## src/kmc_pkg.sv

```systemverilog
`default_nettype none
package kmc_pkg;
    localparam int MAX_POINTS = 1024;
    localparam int PTR_W      = $clog2(MAX_POINTS);
    localparam int CNT_W      = PTR_W + 1;
    localparam int MAX_CL     = 8;
    localparam int CL_W       = $clog2(MAX_CL);
    localparam int K_W        = CL_W + 1;
    localparam int COORD_W    = 16;
    localparam int DIFF_W     = COORD_W + 1;
    localparam int SQ_W       = 2 * DIFF_W;
    localparam int DIST_W     = SQ_W + 1;
    localparam int SUM_W      = COORD_W + PTR_W;
    localparam int DIVCNT_W   = $clog2(SUM_W + 1);

    localparam logic [2:0] ADDR_NUM_CLUSTERS = 3'd0;
    localparam logic [2:0] ADDR_MAX_ITER     = 3'd4;

    typedef struct packed {
        logic                     start;
        logic signed [SUM_W-1:0]  dividend;
        logic [CNT_W-1:0]         divisor;
    } t_div_req;

    typedef struct packed {
        logic                      done;
        logic signed [COORD_W-1:0] quotient;
    } t_div_rsp;
endpackage
`default_nettype wire

```

## src/kmc_div.sv

```systemverilog
`default_nettype none
// Restoring divider, one quotient bit per cycle, truncates toward zero.
module kmc_div (
    input  wire               i_clk,
    input  wire               i_rst_n,
    input  kmc_pkg::t_div_req i_req,
    output kmc_pkg::t_div_rsp o_rsp
);
    logic                          r_busy;
    logic [kmc_pkg::DIVCNT_W-1:0]  r_cnt;
    logic [kmc_pkg::SUM_W-1:0]     r_quo;
    logic [kmc_pkg::CNT_W-1:0]     r_rem;
    logic [kmc_pkg::CNT_W-1:0]     r_den;
    logic                          r_neg;
    logic [kmc_pkg::CNT_W:0]       w_trial;
    logic [kmc_pkg::SUM_W-1:0]     w_mag;
    logic [kmc_pkg::COORD_W-1:0]   w_q16;

    assign w_trial = {r_rem, r_quo[kmc_pkg::SUM_W-1]};
    assign w_mag   = i_req.dividend[kmc_pkg::SUM_W-1] ? kmc_pkg::SUM_W'(-i_req.dividend)
                                                      : kmc_pkg::SUM_W'(i_req.dividend);
    assign w_q16   = r_quo[kmc_pkg::COORD_W-1:0];

    always_ff @(posedge i_clk) begin
        if (!i_rst_n) begin
            r_busy <= 1'b0;
            r_cnt  <= '0;
        end else if (i_req.start) begin
            r_busy <= 1'b1;
            r_cnt  <= kmc_pkg::DIVCNT_W'(kmc_pkg::SUM_W);
        end else if (r_busy) begin
            if (r_cnt == '0) begin
                r_busy <= 1'b0;
            end else begin
                r_cnt <= r_cnt - 1'b1;
            end
        end
    end

    always_ff @(posedge i_clk) begin
        if (i_req.start) begin
            r_quo <= w_mag;
            r_rem <= '0;
            r_den <= i_req.divisor;
            r_neg <= i_req.dividend[kmc_pkg::SUM_W-1];
        end else if (r_busy && r_cnt != '0) begin
            if (w_trial >= {1'b0, r_den}) begin
                r_rem <= kmc_pkg::CNT_W'(w_trial - {1'b0, r_den});
                r_quo <= {r_quo[kmc_pkg::SUM_W-2:0], 1'b1};
            end else begin
                r_rem <= w_trial[kmc_pkg::CNT_W-1:0];
                r_quo <= {r_quo[kmc_pkg::SUM_W-2:0], 1'b0};
            end
        end
    end

    assign o_rsp.done     = r_busy && (r_cnt == '0);
    assign o_rsp.quotient = r_neg ? -w_q16 : w_q16;
endmodule
`default_nettype wire

```

## config.mk

```make
export PLATFORM = sky130hd
export DESIGN_NAME = kmc_div
export DESIGN_NICKNAME = d
export VERILOG_FILES = /design/src/kmc_pkg.sv /design/src/kmc_div.sv
export SDC_FILE = /design/constraint.sdc
export NUM_CORES = 1
export LEC_CHECK = 0
export ABC_CLOCK_PERIOD_IN_PS = 6700
export BUFFER_PORTS_ARGS = -buffer_cell sky130_fd_sc_hd__buf_4
export CAP_MARGIN = 20
export CORE_AREA = 2 2 79 81
export CTS_CLUSTER_DIAMETER = 150
export DETAILED_ROUTE_END_ITERATION = 10
export DIE_AREA = 0 0 81 83
export GPL_TIMING_DRIVEN = 0
export HOLD_SLACK_MARGIN = 0.03
export PLACE_DENSITY_LB_ADDON = 0.08
export SLEW_MARGIN = 0
export SYNTH_ARGS = -nofsm -noshare
export SYNTH_HDL_FRONTEND = slang
export SYNTH_SLANG_ARGS = --single-unit
```

## constraint.sdc

```tcl
create_clock -name i_clk -period 6.7 [get_ports i_clk]
set_input_delay 1.005 -clock i_clk [delete_from_list [all_inputs] [get_ports i_clk]]
set_output_delay 1.005 -clock i_clk [all_outputs]
set_load 0.005 [all_outputs]
```

==> impl_metrics.env, run 1 <==
export IMPL_post_cts_repair_setup_buffers=0
export IMPL_power_density_nw_per_um2=217
export IMPL_drive_gt1_share_pct=16.6
export IMPL_fmax_ghz=0.278
export IMPL_yosys_warnings=0
export IMPL_worstHoldPathCells=2
export IMPL_slew_viol_final=0
export IMPL_finalSetupViolCount=0
export IMPL_crit_required_ns=5.69
export IMPL_syn_to_final_growth_pct=18.3
export IMPL_endpoint_kind="output pin"
export IMPL_fp_row_count=28
export IMPL_critPathLaunchType="flip-flop"
export IMPL_clk_pin_slew_ns=0.10
export IMPL_hold_path_class="flip-flop to flip-flop"
export IMPL_critical_path_arrival_ns=2.59
export IMPL_overflow=0
export IMPL_clockBufferDepth=2
export IMPL_synthCells=381
export IMPL_antenna_found_initial=0
export IMPL_vias=2984
export IMPL_synth_nets=436
export IMPL_r2r_cells=10
export IMPL_register_area_um2=1480
export IMPL_critical_path_class="flip-flop to output pin"
export IMPL_h_tree_depth=2
export IMPL_clock_sinks=55
export IMPL_yosysTopAreaCell="edfxtp_1"
export IMPL_ys_seq_area_share_pct=42.3
export IMPL_synth_edf_count=38
export IMPL_finClkSkew_ns=0.00360
export IMPL_outcome="finished clean"
export IMPL_core_area_um2=5820
export IMPL_cp_max_fo=4
export IMPL_netlist_area_um2=3500
export IMPL_worst_pin_slew_ns=0.763
export IMPL_dr_pass1_iters=4
export IMPL_grt_max_degree=22
export IMPL_synth_avg_cell_area_um2=9.19
export IMPL_routed_wl_um=7630
export IMPL_rsz0062_at_grt="no"
export IMPL_synth_main_ff_cell="edfxtp_1"
export IMPL_die_h_um=83
export IMPL_dp_hpwl_um=5820
export IMPL_io_pins=57
export IMPL_ctsResizeCount=0
export IMPL_via_per_inst=5.73
export IMPL_tns_ns=0
export IMPL_start_util_pct=60.2
export IMPL_leakage_nw=1.65
export IMPL_cts_root_buf="clkbuf_8"
export IMPL_ir_worst_vdd_mv=0.212
export IMPL_min_period_over_period_pct=53.6
export IMPL_crit_start="r_quo[0]"
export IMPL_maxCapViolations=0
export IMPL_ant_nets=0
export IMPL_post_drt_wl_per_cell_um=14.6
export IMPL_grt_usage_pct=23.8
export IMPL_multi_input_area_um2=1860
export IMPL_synth_cell_types=47
export IMPL_gp_congestion=0.837
export IMPL_final_area_um2=4140
export IMPL_grt_pass1_vias=2792
export IMPL_r2r_start="r_quo[25]"
export IMPL_ctsHoldBuffers=0
export IMPL_grt_pass1_wl_um=12900
export IMPL_num_antenna_cells=0
export IMPL_numCtsBuffers=5
export IMPL_max_slew_margin_pct=47.8
export IMPL_cts_tree="built"
export IMPL_nNetsFinal=500
export IMPL_dieArea_um2=6720
export IMPL_synth_area_top_cells="edfxtp_1 33%, dfxtp_1 9.7%, xor2_1 6.0%, a21oi_1 5.6%, ha_1 5.0%"
export IMPL_hold_viol=0
export IMPL_ys_seq_elements=55
export IMPL_netlist_area_leader_share_pct=32.6
export IMPL_async_flop_share_pct=0
export IMPL_die_x_um=81
export IMPL_min_from="r_rem[10]"
export IMPL_insertion_delay_ns=0.30
export IMPL_detailed_place_area_um2=4030
export IMPL_drtIter0Drc=122
export IMPL_period_needed_ns=3.59
export IMPL_route_detailed_drc=0
export IMPL_nFillCells=484
export IMPL_place_port_buffers=56
## final cells by class
cell class                 count  share of cell area (%)
multi-input combinational    285                    45.0
tap                           75                    2.26
sequential                    55                    35.7
clock inverter                 1                   0.121
inverter                      24                    2.17
clock buffer                   7                    2.60
buffer                        17                    1.63
timing repair buffer          57                    10.5
## where the power goes
group          internal, W  leakage, nW  switching (W)
sequential        0.000405        0.512      0.0000278
clock             0.000106       0.0594       0.000105
combinational     0.000123         1.08       0.000134
## cells in the mapped netlist (2+ instances only)
master / number
nand2_1: 24
or4_1: 4
o211ai_1: 2
or4_4: 3
o41ai_1: 2
nand2b_1: 6
o22ai_1: 2
nor3_1: 8
dfxtp_1: 17
or3_1: 4
a211oi_1: 9
o21ai_0: 21
buf_1: 2
ha_1: 14
clkbuf_1: 14
nand3_1: 2
o311ai_0: 2
nand4_1: 4
xor2_1: 24
nor2_1: 45
edfxtp_1: 38
nor2b_1: 4
nor4_1: 3
mux2i_1: 2
o21a_1: 7
and2_1: 2
nand4b_1: 2
o41ai_2: 2
o31ai_1: 13
and3_1: 2
inv_1: 24
xnor2_1: 19
o31a_1: 2
a21oi_1: 39
## cells by family (layout without fill, tap and decap cells)
logic type	Yosys count	count (layout)	synth area share (%)
and+or+nand+nor	118	118	16.8
DFF	55	55	42.3
buffers and inverters	41	106	4.50
adders and majority gates	15	15	5.57
xor gates and xnor gates	43	43	10.8
muxes	2	2	0.572
AOI/OAI and AO/OA	107	107	19.5
## metal layers
| metal | GRT usage (%) | routed length [um] | vias up |
|---|---|---|---|
| met5 | 0 | 0 | - |
| met4 | 4.31 | 55 | 0 |
| met3 | 3.59 | 476 | 5 |
| met2 | 38.6 | 3720 | 91 |
| met1 | 33.9 | 3380 | 1385 |
| li1 | - | - | 1503 |
## cell usage in the layout, fill, tap and decap left out, drive strengths merged, types with 2 or more instances in the layout
| cell type | Yosys | layout |
|---|---|---|
| buf | 3 | 60 |
| nor2 | 45 | 45 |
| a21oi | 39 | 39 |
| edfxtp | 38 | 38 |
| inv | 24 | 24 |
| xor2 | 24 | 24 |
| nand2 | 24 | 24 |
| o21ai | 21 | 21 |
| clkbuf | 14 | 21 |
| xnor2 | 19 | 19 |
| dfxtp | 17 | 17 |
| ha | 14 | 14 |
| o31ai | 13 | 13 |
| a211oi | 9 | 9 |
| nor3 | 8 | 8 |
| o21a | 7 | 7 |
| or4 | 7 | 7 |
| nand2b | 6 | 6 |
| or3 | 5 | 5 |
| nor2b | 4 | 4 |
| nand4 | 4 | 4 |
| o41ai | 4 | 4 |
| nor4 | 3 | 3 |
| and2 | 3 | 3 |
| mux2i | 2 | 2 |
| o31a | 2 | 2 |
| o211ai | 2 | 2 |
| and3 | 2 | 2 |
| nand3 | 2 | 2 |
| nand4b | 2 | 2 |
| o22ai | 2 | 2 |
| o311ai | 2 | 2 |
## critical path, stage by stage, from the launching register on
cell      delay, ns
edfxtp_1       0.46
nor3_1         0.25
nand2_1        0.10
or3_1          0.35
or4_1          0.48
o41ai_1        0.34
xnor2_1        0.17
buf_4          0.13
## state kept, by name, summed over array words and instances (netlist names)
signal	cells
r_rem	11
r_den	11
r_neg	1
r_cnt	5
r_busy	1
r_quo	26
## worst paths after layout
kind / endpoint / slack, ns
setup / recovery: o_rsp[13] / 3.11
hold / removal: r_rem[10] / 0.52
setup reg to reg: r_rem[10] / 3.93
hold reg to reg: r_rem[10] / 0.52
## through the flow
step	utilization (%)	hold WS [ns]	cells	worst slack [ns]	total power, W
after floorplan	-	0.467	381	3.50	0.000597
after global placement	69.1	0.499	512	3.30	0.000685
after detailed placement	69.3	0.508	513	3.26	0.000694
after CTS	71.3	0.522	521	3.09	0.000900
after global routing	71.3	0.568	521	2.86	0.000952
final	71.3	0.518	521	3.11	0.000900
(Power assumes the default switching activity.)
==> run 2: changes to the inputs <==
Settings changed: ABC_AREA set to 1, ABC_CLOCK_PERIOD_IN_PS 6700 to 3500, CORE_AREA 2 2 79 81 to 2 2 88 90, DIE_AREA 0 0 81 83 to 0 0 90 92.
Clock period 6.7 ns to 3.5 ns, I/O delays scaled along.
==> run 2 against run 1 <==
  * Final cell count increased by 43%
  * Global-route usage increased by 0.60 points
  * Synthesized area increased by 18%
  * First-iteration DRC count decreased by 4.1%
  * Total power increased by 75%
  * Wire length increased by 27%
  * Critical path type unchanged
  * Largest cell class unchanged
  * Highest routed layer unchanged
==> impl_metrics.env, run 2 <==
export IMPL_fp_row_count=32
export IMPL_crit_required_ns=2.97
export IMPL_worst_pin_slew_ns=0.557
export IMPL_grt_pass1_vias=3654
export IMPL_synth_nets=632
export IMPL_critPathLaunchType="flip-flop"
export IMPL_grt_max_degree=19
export IMPL_rsz0062_at_grt="no"
export IMPL_die_x_um=90
export IMPL_cp_max_fo=3
export IMPL_numCtsBuffers=5
export IMPL_critical_path_class="flip-flop to output pin"
export IMPL_post_cts_repair_setup_buffers=0
export IMPL_period_needed_ns=2.52
export IMPL_slew_viol_final=0
export IMPL_drive_gt1_share_pct=17.8
export IMPL_max_slew_margin_pct=62.8
export IMPL_grt_pass1_wl_um=16400
export IMPL_fin_cells=744
export IMPL_async_flop_share_pct=0
export IMPL_nNetsFinal=696
export IMPL_start_util_pct=55.3
export IMPL_finalHoldWorstSlack_ns=0.375
export IMPL_io_pins=57
export IMPL_endpoint_kind="output pin"
export IMPL_vias=3829
export IMPL_yosysTopAreaCell="edfxtp_1"
export IMPL_synth_main_ff_cell="edfxtp_1"
export IMPL_reg_largest_list="r_quo (26), r_den (11), r_rem (11)"
export IMPL_synth_area_top_cells="edfxtp_1 28%, nand2_1 15%, dfxtp_1 8.3%, inv_1 7.8%, nand3_1 6.2%"
export IMPL_finalSetupViolCount=0
export IMPL_overflow=0
export IMPL_largest_register_ffs=26
export IMPL_routed_wl_um=9670
export IMPL_cts_root_buf="clkbuf_8"
export IMPL_synth_cell_types=40
export IMPL_finClkSkew_ns=0.0140
export IMPL_antenna_found_initial=0
export IMPL_crit_start="r_quo[0]"
export IMPL_h_tree_depth=2
export IMPL_synth_edf_count=38
export IMPL_r2r_start="r_cnt[0]"
export IMPL_gp_congestion=0.936
export IMPL_ir_worst_vdd_mv=0.157
export IMPL_maxCapViolations=0
export IMPL_yosys_warnings=0
export IMPL_final_core_util_pct=64.2
export IMPL_dieArea_um2=8280
export IMPL_via_per_inst=5.15
export IMPL_dr_pass1_iters=4
export IMPL_clock_sinks=55
export IMPL_synth_common_cells="166 x nand2_1, 86 x inv_1, 51 x nand3_1, 46 x nor2_1, 38 x edfxtp_1"
export IMPL_ys_seq_area_share_pct=36.0
export IMPL_drtIter0Drc=117
export IMPL_min_period_over_period_pct=71.9
export IMPL_min_from="i_req[3]"
export IMPL_setup_ws_ns=0.983
export IMPL_tns_ns=0
export IMPL_route_detailed_drc=0
export IMPL_power_density_nw_per_um2=329
export IMPL_cts_tree="built"
export IMPL_fmax_ghz=0.397
export IMPL_synth_avg_cell_area_um2=7.14
export IMPL_post_drt_wl_per_cell_um=13.0
export IMPL_top_register="r_quo"
export IMPL_place_port_buffers=56
export IMPL_leakage_nw=2.34
export IMPL_yosysMostFrequentCell="nand2_1"
export IMPL_hold_path_class="input pin to flip-flop"
export IMPL_clk_pin_slew_ns=0.11
export IMPL_num_antenna_cells=0
export IMPL_post_place_ws_ns=1.11
export IMPL_netlist_area_leader_share_pct=27.7
export IMPL_hold_viol=0
export IMPL_syn_to_final_growth_pct=16.1
export IMPL_grt_usage_pct=24.4
export IMPL_dp_hpwl_um=7630
export IMPL_core_area_um2=7450
export IMPL_ys_seq_elements=55
export IMPL_die_h_um=92
export IMPL_netlist_area_um2=4120
export IMPL_ant_nets=0
export IMPL_outcome="finished clean"
export IMPL_ctsHoldBuffers=0
export IMPL_final_common_cell="nand2_1"
export IMPL_insertion_delay_ns=0.32
export IMPL_dp_cells=736
export IMPL_critical_path_arrival_ns=1.99
export IMPL_clockBufferDepth=2
export IMPL_synthCells=577
export IMPL_ctsResizeCount=0
export IMPL_mostFrequentLayoutCells="166 x nand2_1, 86 x inv_1, 59 x buf_4"
==> run 2: logic make-up after synthesis <==
group	after synthesis	share of synthesized area, %
DFF	55	36.0
adders and majority gates	15	4.74
xor gates and xnor gates	27	5.74
AOI/OAI and AO/OA	46	6.05
and+or+nand+nor	326	36.4
buffers and inverters	108	11.1
==> run 2: per-stage QoR <==
step	power, W	cell area (um^2)
2_1_floorplan	0.00105	4120
5_1_grt	0.00167	4780
3_5_place_dp	0.00123	4690
3_3_place_gp	0.00121	4670
6_report	0.00157	4780
4_1_cts	0.00159	4780
==> run 2: worst max-delay path: stages, from the launching register on <==
cell and delay (ns):
edfxtp_1 0.42, inv_1 0.13, ha_1 0.18, nand2_1 0.08
nor3_2 0.22, nand4_1 0.16, nand2_1 0.14, o21ai_1 0.08
nand2_1 0.06, nand2_1 0.08, buf_4 0.15
==> run 2: final timing paths <==
check,end,slack [ns],depth (start not counted)
setup reg to reg,r_rem[8],1.27,12
hold reg to reg,r_rem[10],0.47,2
setup / recovery,o_rsp[14],0.98,10
hold / removal,r_den[3],0.37,1
==> run 2: area by class of cell <==
class / instances / area (um^2)
Buffer: 16 / 110
Fill cell: 685 / 2670
Inverter: 92 / 345
Timing Repair Buffer: 57 / 448
Sequential cell: 55 / 1480
Multi-Input combinational cell: 414 / 2180
Clock inverter: 3 / 17.5
Clock buffer: 5 / 68.8
Tap cell: 102 / 128
==> run 2: routing by layer <==
metal	vias to the layer above	global-route usage [%]	routed length, um
met2	94	44.7	4820
met1	1743	29.8	4230
met3	15	2.71	436
met4	0	8.33	179
met5	-	0	0
li1	1977	-	-
==> run 2: where the power goes <==
group          internal, W  switching (W)
logic             0.000184       0.000234
registers         0.000763      0.0000337
clock network     0.000141       0.000218
==> run 3: changes to the inputs <==
Settings changed: ABC_CLOCK_PERIOD_IN_PS 3500 to 2000, CORE_AREA 2 2 88 90 to 2 2 92 94, DIE_AREA 0 0 90 92 to 0 0 94 96.
Clock period 3.5 ns to 2 ns, I/O delays scaled along.
==> run 3 against run 2 <==
  * The run now ends with setup timing left
  * Sequential share of layout area fell by 1.8 points
  * Setup slack got worse by 1.2 ns
  * Register-to-register slack got worse by 1.2 ns
  * Via count rose by 4.2%
  * Final cell count rose by 2.4%
  * Largest cell class unchanged
==> impl_metrics.env, run 3 (same netlist as run 2, synthesis figures left out) <==
export IMPL_period_needed_ns=2.20
export IMPL_nNetsFinal=711
export IMPL_io_pins=57
export IMPL_grt_usage_pct=23.8
export IMPL_finalHoldWorstSlack_ns=0.162
export IMPL_ant_nets=0
export IMPL_gp_congestion=0.841
export IMPL_die_h_um=96
export IMPL_worstHoldPathCells=1
export IMPL_largest_register_ffs=26
export IMPL_cp_max_fo=3
export IMPL_r2r_cells=11
export IMPL_antenna_found_initial=0
export IMPL_grt_pass1_vias=3777
export IMPL_ctsHoldBuffers=0
export IMPL_dp_hpwl_um=7810
export IMPL_final_common_cell="nand2_1"
export IMPL_fmax_ghz=0.455
export IMPL_maxCapViolations=0
export IMPL_fp_row_count=33
export IMPL_r2r_start="r_den[0]"
export IMPL_worst_pin_slew_ns=0.504
export IMPL_crit_required_ns=1.70
export IMPL_min_from="i_req[4]"
export IMPL_reg2reg_to="r_rem[3]"
export IMPL_die_x_um=94
export IMPL_slew_viol_final=0
export IMPL_outcome="complete, but fails checks"
export IMPL_dr_pass1_iters=5
export IMPL_core_area_um2=8050
export IMPL_grt_max_degree=29
export IMPL_rsz0062_at_grt="yes"
export IMPL_reg_largest_list="r_quo (26), r_den (11), r_rem (11)"
export IMPL_hold_path_class="input pin to flip-flop"
export IMPL_max_slew_margin_pct=66.4
export IMPL_worstPathCellList="nor2_2, nand3_1, nor2_4, inv_1, o21ai_2, o21ai_1, xor2_1, buf_4"
export IMPL_critPathLaunchType="flip-flop"
export IMPL_h_tree_depth=2
export IMPL_route_detailed_drc=0
export IMPL_grt_pass1_wl_um=17100
export IMPL_ir_worst_vdd_mv=0.340
export IMPL_tns_ns=-0.998
export IMPL_worst_path_max_delay_cell="edfxtp_1"
export IMPL_drtIter0Drc=159
export IMPL_critical_path_arrival_ns=1.90
export IMPL_cts_tree="built"
export IMPL_clock_sinks=55
export IMPL_finalSetupViolCount=7
export IMPL_top_register="r_quo"
export IMPL_vias=3991
export IMPL_start_util_pct=51.1
export IMPL_crit_end="o_rsp[13]"
export IMPL_num_antenna_cells=0
export IMPL_overflow=0
export IMPL_power_density_nw_per_um2=561
export IMPL_setup_ws_ns=-0.199
export IMPL_cts_root_buf="clkbuf_8"
export IMPL_crit_start="r_quo[3]"
export IMPL_critical_path_class="flip-flop to output pin"
export IMPL_leakage_nw=2.45
export IMPL_dieArea_um2=9020
export IMPL_numCtsBuffers=5
export IMPL_hold_viol=0
export IMPL_endpoint_kind="output pin"
export IMPL_min_period_over_period_pct=110
export IMPL_via_per_inst=5.24
export IMPL_finClkSkew_ns=0.00891
export IMPL_mostFrequentLayoutCells="158 x nand2_1, 80 x inv_1, 71 x buf_4"
export IMPL_syn_to_final_growth_pct=23.1
export IMPL_nFillCells=780
export IMPL_total_power_w=0.00285
export IMPL_violations="setup timing"
export IMPL_critPathMaxStageDelay_ns=0.44
export IMPL_place_port_buffers=56
export IMPL_routed_wl_um=10600
export IMPL_clockBufferDepth=2
export IMPL_clk_pin_slew_ns=0.10
export IMPL_r2r_setup_slack_ns=0.06
export IMPL_drive_gt1_share_pct=24.5
export IMPL_insertion_delay_ns=0.30
export IMPL_post_drt_wl_per_cell_um=13.9
[run 3: cell types whose count changed in the layout (fill, tap and decap cells not counted), sizes merged]
cell	change
clkbuf	+3
buf	+14
inv	-2
[run 3: worst max-delay path: cells and delay by family (launching register included)]
kind                   cells  cell delay [ns]
AO/OA/AOI/OAI              2             0.28
XOR/XNOR                   1             0.24
buffers and inverters      2             0.22
flip-flops                 1             0.44
AND/OR/NAND/NOR            3             0.42
[run 3: worst min-delay path by stage]
stage | end | slack (ns)
final | r_den[4] | 0.16
after global routing | r_den[2] | 0.15
after CTS | r_den[4] | 0.15
after detailed placement | r_cnt[0] | 0.46
after global placement | r_cnt[0] | 0.45
after floorplan | r_cnt[3] | 0.40
[run 3: report_power, final]
group / switching [W] / leakage, nW / internal (W)
clock network: 0.000358 / 0.0422 / 0.000247
logic: 0.000469 / 1.89 / 0.000376
registers: 0.0000604 / 0.520 / 0.00133
total: 0.000888 / 2.45 / 0.00196
[run 3: layout make-up]
| class | instances | area (um^2) | share of cell area [%] |
|---|---|---|---|
| plain buffers | 16 | 111 | 2.20 |
| clock buffers | 7 | 76.3 | 1.51 |
| clock inverters | 1 | 5.00 | 0.0987 |
| inverters | 92 | 345 | 6.81 |
| multi-input cells | 414 | 2350 | 46.3 |
| flip-flops and latches | 55 | 1480 | 29.2 |
| well taps | 105 | 131 | 2.59 |
| repair buffers | 72 | 569 | 11.2 |
[run 3: metal layers]
layer  vias to the layer above  part of all wire [%]  track usage, %
met5                         -                     0               0
met4                         0                   1.5            8.09
li1                       2012                     -               -
met1                      1872                    43            29.1
met2                        94                    52            43.6
met3                        13                   3.6            2.58
[run 3: what timing repair did]
item | CTS | global route
cloned | 0 | 1
hold endpoints to repair | 0 | 0
endpoints found under the setup margin | 21 | 23
pin swaps | 8 | 10
setup buffers | 9 | 6
gates resized for setup | 19 | 27
[run 3: stage by stage]
| stage | instance area (um^2) | setup WS (ns) | cells | util (%) |
|---|---|---|---|---|
| after floorplan | 4120 | 0.245 | 577 | - |
| after global placement | 4670 | -0.179 | 738 | 58.0 |
| after detailed placement | 4670 | -0.194 | 738 | 58.0 |
| after CTS | 4880 | -0.142 | 755 | 60.7 |
| after global routing | 5070 | -0.273 | 762 | 63.0 |
| final | 5070 | -0.199 | 762 | 63.0 |
